$ cat config.mk
export PLATFORM = sky130hd
export DESIGN_NAME = bpa_ctrl
export DESIGN_NICKNAME = d
export VERILOG_FILES = /design/src/hdl/bpa_pkg.sv /design/src/hdl/bpa_ctrl.sv
export SDC_FILE = /design/constraint.sdc
export NUM_CORES = 1
export LEC_CHECK = 0
export BUFFER_PORTS_ARGS = -buffer_cell sky130_fd_sc_hd__buf_2
export CAP_MARGIN = 10
export CORE_MARGIN = 4
export CORE_UTILIZATION = 41
export CTS_BUF_LIST = sky130_fd_sc_hd__clkbuf_2
export DETAILED_ROUTE_END_ITERATION = 10
export PLACE_DENSITY = 0.78
export SLEW_MARGIN = 15
export SYNTH_ARGS = -nofsm -noshare
export SYNTH_HDL_FRONTEND = slang
export SYNTH_SLANG_ARGS = --single-unit
$ cat constraint.sdc
create_clock -name clk -period 1.75 [get_ports clk]
set_input_delay 0 -clock clk [delete_from_list [all_inputs] [get_ports clk]]
set_output_delay 0 -clock clk [all_outputs]
set_load 0.005 [all_outputs]
$ cat src/hdl/bpa_pkg.sv
// Bin packing allocator: shared types, sizes and helpers.
// Used by every module of the allocator; depends on nothing.
package bpa_pkg;

  localparam int MAX_BINS = 64;
  localparam int IDX_W    = (MAX_BINS > 1) ? $clog2(MAX_BINS) : 1;
  localparam int CNT_W    = $clog2(MAX_BINS + 1);
  localparam int FILL_W   = 10;
  localparam int OUT_IDX_W = 6;

  localparam logic [FILL_W-1:0] CAP_RESET = FILL_W'(100);

  localparam logic CFG_FIT_MODE = 1'b0;
  localparam logic CFG_CAPACITY = 1'b1;

  localparam logic FIT_FIRST = 1'b0;
  localparam logic FIT_BEST  = 1'b1;

  typedef struct packed {
    logic [FILL_W-1:0] item_size;
    logic              start_set;
  } item_t;

  typedef struct packed {
    logic [OUT_IDX_W-1:0] bin_index;
    logic                 opened_new;
    logic [FILL_W-1:0]    new_fill;
    logic                 overflow;
  } result_t;

  // Search token walking the cell chain
  typedef struct packed {
    logic              valid;
    logic              found;
    logic [IDX_W-1:0]  pick;
    logic [FILL_W-1:0] best_room;
    logic [FILL_W-1:0] fill;
  } tok_t;

  // Controller broadcast to all cells
  typedef struct packed {
    logic              clear;
    logic              wr_en;
    logic [IDX_W-1:0]  wr_idx;
    logic [FILL_W-1:0] wr_fill;
    logic [FILL_W-1:0] size;
    logic [FILL_W-1:0] cap;
    logic              mode;
  } bcast_t;

  function automatic logic [OUT_IDX_W-1:0] low_index(input logic [IDX_W-1:0] v);
    logic [31:0] w;
    w = 32'(v);
    return w[OUT_IDX_W-1:0];
  endfunction

endpackage

$ cat src/hdl/bpa_ctrl.sv
// Allocator sequencer: takes items, launches the search, commits the
// placement and holds the result register. Depends on bpa_pkg.
module bpa_ctrl (
  input  logic                       clk,
  input  logic                       rst,
  input  logic                       item_valid,
  output logic                       item_stall,
  input  bpa_pkg::item_t             item,
  output logic                       result_valid,
  input  logic                       result_stall,
  output bpa_pkg::result_t           result,
  input  logic                       mode,
  input  logic [bpa_pkg::FILL_W-1:0] cap,
  output bpa_pkg::bcast_t            bc,
  output bpa_pkg::tok_t              head,
  input  bpa_pkg::tok_t              tail
);
  import bpa_pkg::*;

  localparam logic [1:0] S_IDLE   = 2'd0;
  localparam logic [1:0] S_LAUNCH = 2'd1;
  localparam logic [1:0] S_SWEEP  = 2'd2;
  localparam logic [1:0] S_COMMIT = 2'd3;

  logic [1:0]        state;
  logic [1:0]        state_next;
  logic [FILL_W-1:0] size;
  logic [CNT_W-1:0]  count;
  tok_t              res;
  logic              accept;
  logic              commit_go;
  logic              count_free;

  assign item_stall = (state != S_IDLE);
  assign accept     = item_valid && !item_stall;
  assign count_free = (count < CNT_W'(MAX_BINS));
  assign commit_go  = (state == S_COMMIT) && (!result_valid || !result_stall);

  always_comb begin
    bc.clear   = accept && item.start_set;
    bc.wr_en   = commit_go && (res.found || count_free);
    bc.wr_idx  = res.found ? res.pick : count[IDX_W-1:0];
    bc.wr_fill = res.found ? res.fill : size;
    bc.size    = size;
    bc.cap     = cap;
    bc.mode    = mode;
    head       = '0;
    head.valid = (state == S_LAUNCH);
  end

  always_comb begin
    state_next = state;
    case (state)
      S_IDLE:   if (accept) state_next = S_LAUNCH;
      S_LAUNCH: state_next = S_SWEEP;
      S_SWEEP:  if (tail.valid) state_next = S_COMMIT;
      S_COMMIT: if (commit_go) state_next = S_IDLE;
      default:  state_next = S_IDLE;
    endcase
  end

  always_ff @(posedge clk) begin
    if (rst) begin
      state        <= S_IDLE;
      count        <= '0;
      result_valid <= 1'b0;
    end else begin
      state <= state_next;
      if (bc.clear) begin
        count <= '0;
      end else if (commit_go && !res.found && count_free) begin
        count <= count + CNT_W'(1);
      end
      if (commit_go) begin
        result_valid <= 1'b1;
      end else if (!result_stall) begin
        result_valid <= 1'b0;
      end
    end
  end

  always_ff @(posedge clk) begin
    if (accept) begin
      size <= item.item_size;
    end
    if (state == S_SWEEP && tail.valid) begin
      res <= tail;
    end
    if (commit_go) begin
      if (res.found) begin
        result.bin_index  <= low_index(res.pick);
        result.opened_new <= 1'b0;
        result.new_fill   <= res.fill;
        result.overflow   <= 1'b0;
      end else if (count_free) begin
        result.bin_index  <= low_index(count[IDX_W-1:0]);
        result.opened_new <= 1'b1;
        result.new_fill   <= size;
        result.overflow   <= 1'b0;
      end else begin
        result.bin_index  <= '0;
        result.opened_new <= 1'b0;
        result.new_fill   <= '0;
        result.overflow   <= 1'b1;
      end
    end
  end

endmodule

==> results by stage, run 1 <==
Global routing:
- The number of antenna violations at the first check in global routing was 0.
- The number of global-route vias before repair is 1775.
- The first global-routing pass estimated 8604 um of wire.
- The residual overflow from global routing is 0.
- The aggregate global-route resource usage is 0.1482.
- The maximum number of pins on one net before global-route repair is 19.

CTS:
- In this run the deepest clock path goes through 2 buffers.
- Clock-pin slew was measured on the worst setup and hold paths at 270 ps.
- Clock tree synthesis selected as its root buffer the cell sky130_fd_sc_hd__clkbuf_2.
- The clock latency on the worst-skew pair is 420 ps.
- The H-tree generated during clock tree synthesis spans 2 levels.
- The CTS sink count is 55.
- The number of clock buffers inserted by TritonCTS is 5.
- TritonCTS built the clock tree.

Placement:
- The cell area reported after detailed placement is about 2900 um^2.
- The pre-CTS setup slack is 154.1 ps.
- At the end of routability-driven placement, the weighted congestion stood at about 0.74.
- The count of buffers added on input and output ports is 81.
- The HPWL after detailed placement is 3757 um.

Worst setup path:
- The endpoint required time on the critical path is 2140 ps.
- The data arrival time of the critical path is about 2100 ps.
- Setup slack on the worst reg-to-reg path comes out at 20 ps.
- Walking the worst path, the cells encountered are buf_4 > or3b_4 > or4_4 > a21oi_2.
- The critical path is of the flop to flop type.
- The cell at the slowest stage of the critical path is sky130_fd_sc_hd__edfxtp_1.
- The number of buffers and inverters on the critical path is 1.
- For this run, the slowest stage of the critical path takes 510 ps.
- The category of the worst setup path capture point is a flop.
- The end point of the critical path is count[4].
- For the worst flop-to-flop path, the logic depth is 4.
- The launch point of the critical path is res[26].
- The largest delay contributor family on the critical path is simple AND/OR/NAND/NOR gates.
- The worst setup path is launched from a flop.
- The startpoint identified for the worst register-to-register timing path is res[26].
- Counting buffers and inverters, the worst setup path is 4 cells deep.
- The endpoint of the worst-slack reg-to-reg timing path is count[4].
- The maximum fanout count along the critical path is 5.

Timing:
- The final-report max-slew violation count is 0.
- Based on the critical path, the design can be clocked at up to 578.1 MHz.
- Setup repair after global routing could not meet its margin everywhere.
- Subtracting the final worst setup slack from the clock period gives 1730 ps.
- The largest clock skew in the final design is 12.33 ps.
- The final hold violation count is 0.
- The count of endpoints failing setup in the final report is 0.
- The ratio of final minimum period to clock period is 0.9885.
- Across all setup checks in the final design, the least slack found is 20.19 ps.

Power and ir drop:
- The power density normalized to cell area is slightly above 900 nW/um^2.
- The worst-case IR drop observed on VDD is 0.0005514 V.
- Summed over all cells, the static leakage comes to 1.392 nW.

Die:
- The count of standard-cell rows is 28.
- The vertical die dimension is 86.90 um.
- In this run the horizontal extent of the chip is 86.90 um.
- The area of the die is 7552 um^2.
- The initial cell density of the core is 0.4261.
- The core area is 5991 um^2.
- The top-level I/O count is 141.

Layout:
- Leaving out fill and tap cells, the most frequent cell in the layout is sky130_fd_sc_hd__buf_2.
- The antenna diode count is 0.
- Summing all non-filler instances in the final layout gives an area of 3289 um^2.
- The share of layout cells above drive strength 1 is 0.3927.
- The final layout contains ~360 nets.
- From synthesis to final layout, the design area changed by 28.87%.
- In the layout the commonest cells are 81 x sky130_fd_sc_hd__buf_2, 45 x sky130_fd_sc_hd__edfxtp_1, 33 x sky130_fd_sc_hd__dlygate4sd3_1.

Hold path:
- The worst hold path belongs to the class input port to output pin.
- The cell count of the worst hold path is 0.

Drt:
- The total wirelength of the detailed-routed design is 5369 um.
- The total vias in the final route is 1730.
- The total iterations of the first detailed-routing run is 4.
- For this run, design rule violations remaining after detail routing come to 0.
- The iteration-0 DRC count of the detailed router is 85.
- The count of nets left with antenna violations after detail routing is 0.
- The average detailed-routed wire length per instance is 14.20 um.
- After detailed routing, the number of vias per cell comes to 4.577.

Synthesis:
- The cell area after synthesis is 2552 um^2.
- The synthesized design contains between 50 and 60 register bits.
- The number of distinct library cells after synthesis is 34.
- The sequential area share after synthesis is 0.6078.
- The total number of yosys warnings is 0.
- The average cell area after synthesis is 13.23 um^2.
- The number of cells produced by synthesis is 193.

Status:
- The run finished with clean final reports.

Run:
- The count of max-cap constraint violations is 0.
[metal layers]
metal / wire [um] / share of wire / GRT usage
met5: 0 / 0 / 0
met4: 65 / 0.012 / 0.04816
met3: 342 / 0.064 / 0.03406
met2: 2807 / 0.52 / 0.2650
met1: 2155 / 0.40 / 0.1747
[stage by stage]
step / cells / hold WS, ps / util / TNS [ps] / total power, mW
6_report: 378 / 0.001729 / 0.5491 / 0 / 3.057
5_1_grt: 378 / 0.01301 / 0.5491 / -57.30 / 3.270
4_1_cts: 376 / 0.03458 / 0.5416 / 0 / 3.073
3_5_place_dp: 335 / 0.03458 / 0.4785 / 0 / 2.511
3_3_place_gp: 335 / 0.03458 / 0.4785 / 0 / 2.486
2_1_floorplan: 219 / 69.07 / - / 0 / 2.230
[synthesized netlist by cell type]
master	number	area share
sky130_fd_sc_hd__buf_2	1	0.0020
sky130_fd_sc_hd__or3b_4	1	0.0044
sky130_fd_sc_hd__nand2b_1	3	0.0074
sky130_fd_sc_hd__o21a_1	1	0.0029
sky130_fd_sc_hd__and2_1	2	0.0049
sky130_fd_sc_hd__a31oi_1	1	0.0025
sky130_fd_sc_hd__mux2i_1	1	0.0039
sky130_fd_sc_hd__or2_2	1	0.0025
sky130_fd_sc_hd__nor4_1	2	0.0049
sky130_fd_sc_hd__inv_1	8	0.012
sky130_fd_sc_hd__o31ai_1	3	0.0088
sky130_fd_sc_hd__edfxtp_1	45	0.53
sky130_fd_sc_hd__a31o_2	1	0.0034
sky130_fd_sc_hd__buf_4	38	0.11
sky130_fd_sc_hd__nand2_1	5	0.0074
sky130_fd_sc_hd__nor2b_1	1	0.0025
sky130_fd_sc_hd__o21ai_0	5	0.0098
sky130_fd_sc_hd__or2_1	1	0.0025
sky130_fd_sc_hd__clkbuf_1	5	0.0074
sky130_fd_sc_hd__a21bo_2	1	0.0039
sky130_fd_sc_hd__ha_1	5	0.025
sky130_fd_sc_hd__or3_1	1	0.0025
sky130_fd_sc_hd__dfxtp_1	10	0.078
sky130_fd_sc_hd__nand3_1	5	0.0098
sky130_fd_sc_hd__conb_1	1	0.0015
sky130_fd_sc_hd__a22o_1	14	0.048
sky130_fd_sc_hd__and3_1	1	0.0025
sky130_fd_sc_hd__or4_1	3	0.0088
sky130_fd_sc_hd__mux2_2	14	0.062
sky130_fd_sc_hd__a21oi_1	7	0.014
sky130_fd_sc_hd__nand4_1	1	0.0025
sky130_fd_sc_hd__a221oi_1	1	0.0034
sky130_fd_sc_hd__nor2_1	3	0.0044
sky130_fd_sc_hd__buf_6	1	0.0044
[cell families after synthesis]
group,after synthesis,synth area share
multiplexers,15,0.06569
AO/OA/AOI/OAI,34,0.09657
buffers and inverters,53,0.1373
other,1,0.001469
AND/OR/NAND/NOR,30,0.06667
flip-flops,55,0.6078
adder cells (fa/ha/maj),5,0.02451
[how the worst min path moves through the flow]
stage | start | to | slack, ps
2_1_floorplan | rst | state[1] | 70
3_3_place_gp | cap[9] | bc[10] | 0.03
5_1_grt | cap[0] | bc[1] | 0.01
6_report | cap[0] | bc[1] | 0.002
3_5_place_dp | cap[9] | bc[10] | 0.03
4_1_cts | cap[9] | bc[10] | 0.03
[power breakdown]
group / total (mW) / switching, mW / internal (mW) / leakage (nW)
Clock: 0.507 / 0.399 / 0.109 / 0.0337
Combinational: 0.819 / 0.416 / 0.403 / 0.863
Sequential: 1.73 / 0.0851 / 1.65 / 0.495
Total: 3.06 / 0.900 / 2.16 / 1.39
[timing repair]
| action | in CTS | in global routing |
|---|---|---|
| resized for setup | 0 | 6 |
| endpoints found under the hold margin | 37 | 0 |
| endpoints found under the setup margin | 0 | 20 |
| buffers inserted | 0 | 2 |
| hold buffers | 33 | 0 |
[flip-flops by register name (all words and copies together) (netlist names)]
register,flops
res,17
result_valid,1
count,7
state,2
result,18
size,10
[worst register-to-register path: cells and delay by family, from the launching register on]
kind,cells,cell delay [ps]
AO/OA/AOI/OAI,1,140
buffers and inverters,1,170
flip-flops,1,510
AND/OR/NAND/NOR,2,900
[area by class of cell]
type                            instances  area, um^2
Inverter                                8       33.78
Sequential cell                        55        1554
Clock buffer                            5       25.02
Clock inverter                          3       22.52
Fill cell                             521        2701
Multi-Input combinational cell        111       755.7
Tap cell                               75       93.84
Timing Repair Buffer                  121       804.5
Power figures use the tool's default switching activity.
==> run 2, diff against run 1 <==
--- a/config.mk
+++ b/config.mk
@@ -8,10 +8,10 @@
 export BUFFER_PORTS_ARGS = -buffer_cell sky130_fd_sc_hd__buf_2
 export CAP_MARGIN = 10
 export CORE_MARGIN = 4
-export CORE_UTILIZATION = 41
+export CORE_UTILIZATION = 46
 export CTS_BUF_LIST = sky130_fd_sc_hd__clkbuf_2
 export DETAILED_ROUTE_END_ITERATION = 10
-export PLACE_DENSITY = 0.78
+export PLACE_DENSITY = 0.82
 export SLEW_MARGIN = 15
 export SYNTH_ARGS = -nofsm -noshare
 export SYNTH_HDL_FRONTEND = slang
==> constraint.sdc (replaced) <==
create_clock -name clk -period 1.7 [get_ports clk]
set_input_delay 0 -clock clk [delete_from_list [all_inputs] [get_ports clk]]
set_output_delay 0 -clock clk [all_outputs]
set_load 0.005 [all_outputs]
==> run 2 against run 1 <==
  * Clock power up 29%
  * Sequential share of layout area is 0.11 points higher
  * Setup slack improved by 16 ps
  * Highest routed layer unchanged
  * First-iteration DRC count increased by 12%
  * Clock skew rose by 18 ps
  * Largest cell class unchanged
  * Cell area decreased by 0.23%
  * Die area decreased by 9.9%
  * Power grew 8.9%
  * Count of clock-buffer cells in the layout did not move
==> results by stage, run 2 (same netlist as run 1, synthesis figures left out) <==
Hold path:
- Counting instances, the worst hold path has a depth of 0.
- The end point of the most critical hold path is bc[10].
- The class of the most critical hold timing path is input port to output pin.
- In this run the most critical hold path is launched from cap[9].

Global routing:
- Entering global routing, the biggest net connects 19 pins.
- The number of global-route vias before repair came to ~1.8k.
- In the global route stage, overall resource usage came out at 0.1677.
- Global routing finished with a remaining overflow of 0.
- The first global-routing pass estimated approximately 8400 um of wire.
- The number of antenna violations at the first check in global routing is 0.

Worst setup path:
- STA classifies the critical path endpoint as an output pin.
- The endpoint required time on the critical path is 1700 ps.
- The start-to-end type of the worst setup path is flop to output pin.
- The register-to-register setup slack is 70 ps.
- In this run the critical register-to-register path is launched from res[26].
- The worst register-to-register path ends at result[1].
- The startpoint type of the worst setup path is a flop.
- Measured in cells, the most critical reg-to-reg path has a length of 3.
- The maximum fanout count along the critical path is 16.
- Data on the critical path arrives at its endpoint at 1660 ps.

Layout:
- The final layout contains 359 nets.
- The top cell types in the final layout, fill and taps aside, are 81 x sky130_fd_sc_hd__buf_2, 45 x sky130_fd_sc_hd__edfxtp_1, 31 x sky130_fd_sc_hd__dlygate4sd3_1.
- Relative to the synthesized area, the layout overhead comes to 28.58%.
- The share of layout cells above drive strength 1 is 0.3887.
- The sequential cells in the finished layout cover a total of 1554 um^2.
- The end-of-flow core utilization is 0.6266.
- The most common cell after layout, fill and taps aside is sky130_fd_sc_hd__buf_2.
- The largest registers in the layout are result: 18 flops, res: 17 flops, size: 10 flops.
- The antenna diode count is 0.
- The number of flip-flops under the largest register name is 18.
- The register name with the most flops is result.
- The count of placed standard cells in the final layout, fillers left out is about 370.
- The total area of multi-input combinational cells is roughly 750 um^2.
- The layout has 395 filler cells.

CTS:
- The CTS sink count is 55.
- The root buffer cell is sky130_fd_sc_hd__clkbuf_2.
- The H-tree depth is 2.
- The clock passes through at most 2 buffers.
- TritonCTS created 5 clock buffers.
- The later pin in the worst-skew pair is clocked with a latency of 440 ps.
- TritonCTS built the clock tree.
- The clock edge transition at the registers on the reported setup and hold paths is ~240 ps.

Power and ir drop:
- The worst vdd rail ir drop is 0.0007846 V.
- Summed over all nets, the switching power comes to about 0.95 mW.
- The share of total power dissipated in the clock network is 0.197.
- Of the total power, the share spent switching nets is 0.2859.
- The share of total power dissipated in sequential elements is 0.539.
- The internal portion of the total power is 2.377 mW.
- The share of total power dissipated in combinational logic is 0.264.
- The analysis attributes to cell leakage a power of between 1 and 1.5 nW.
- Power spread over the standard cell area amounts to roughly 1000 nW/um^2.

Die:
- The initial utilization of the core area, before any placement, comes to 0.4873.
- The top-level I/O count is 141.
- The floorplan step defined a core boundary enclosing 5238 um^2.
- In this run the vertical extent of the chip is 82.49 um.
- In this run the horizontal extent of the chip is a little over 80 um.
- The floorplan has 26 rows.
- The area of the die is between 6000 and 7000 um^2.

Placement:
- OpenSTA, run right after detailed placement, puts the worst setup slack at between 80 and 90 ps.
- Detailed placement finished with a half-perimeter wire length of 3752 um.
- The instance count after placement with tap cells included is 331.
- Routability-driven placement finished with a final weighted congestion of 0.8383.
- The total of buffers placed on input and output ports is 81.

Timing:
- The count of endpoints failing setup in the final report is 0.
- The worst path in the final design needs a cycle of between 1500 and 2000 ps, including I/O delays and setup.
- Setup slack closes at 36.63 ps.
- The largest clock skew in the final design is about 30 ps.
- Dividing the final minimum period by the clock period gives 0.9785.
- Setup repair after global routing could not meet its margin everywhere.
- Static timing analysis puts the maximum clock frequency at 601.2 MHz.
- The final hold violation count came to 0.
- The final-report max-slew violation count is 0.

Drt:
- After detailed routing, the number of remaining DRC violations is 0.
- The pre-antenna-repair detailed-routing pass consisted of 4 iterations.
- Dividing the detail-routed wire length by the instance count gives 15.25 um.
- Summed over all layers, the routed wires come to 5656 um.
- The count of nets left with antenna violations after detail routing is 0.
- Dividing the detail-routed via count by the number of cells gives 4.908.
- For this block, the initial DRC count from the detailed router was 95.
- The routed layout has 1821 vias.

Status:
- The flow ran to the end, and the final reports show no timing, DRC or antenna violations.

Run:
- Max-cap violations in this run came to 0.
-- run 2: how the worst max path moves through the flow --
stage / startpoint / endpoint / slack (ps) / depth (start not counted)
finish: res[26] / bc[26] / 40 / 3
global route: res[26] / bc[33] / -50 / 3
CTS: res[26] / bc[26] / 40 / 3
detailed placement: state[0] / count[4] / 80 / 4
global placement: state[1] / count[4] / 160 / 4
floorplan: state[0] / result[0] / 3 / 4
-- run 2: critical path, cell delays in order, from the launching register on --
cell and delay, ps:
sky130_fd_sc_hd__edfxtp_1 490, sky130_fd_sc_hd__buf_4 260, sky130_fd_sc_hd__mux2_2 380, sky130_fd_sc_hd__buf_2 130
-- run 2: area by class of cell --
cell class,count,area share
Sequential cell,55,0.4735
Tap cell,70,0.02669
Clock buffer,5,0.007625
Inverter,8,0.01029
Timing Repair Buffer,119,0.2379
Multi-Input combinational cell,111,0.2299
Clock inverter,3,0.01411
-- run 2: power groups by stage --
stage	Clock (mW)	Sequential, mW	Combinational, mW
3_5_place_dp	0	1.81	0.796
2_1_floorplan	0	1.81	0.490
5_1_grt	0.727	1.82	0.966
6_report	0.655	1.79	0.880
4_1_cts	0.662	1.78	0.857
3_3_place_gp	0	1.80	0.777
-- run 2: layer usage --
layer  routed length [um]  GRT usage  part of all wire
met3                  504    0.04447             0.089
met5                    0          0                 0
met4                  109    0.04739             0.019
met1                 2044     0.1814              0.36
met2                 2997     0.3181              0.53
-- run 2: per-stage QoR --
stage | cell area [um^2] | setup TNS, ps | power, mW | hold WS, ps
2_1_floorplan | 2650 | 0 | 2.296 | 69.07
3_5_place_dp | 2880 | 0 | 2.611 | 0.03458
5_1_grt | 3282 | -698.4 | 3.509 | 0.01982
3_3_place_gp | 2880 | 0 | 2.573 | 0.03458
4_1_cts | 3262 | 0 | 3.301 | 0.03458
6_report | 3282 | 0 | 3.329 | 0.002282
-- run 2: repair_timing --
action	in CTS	in global routing
hold buffers	31	0
buffers inserted	0	1
endpoints found under the setup margin	0	19
gates resized for setup	0	4
endpoints found under the hold margin	37	0
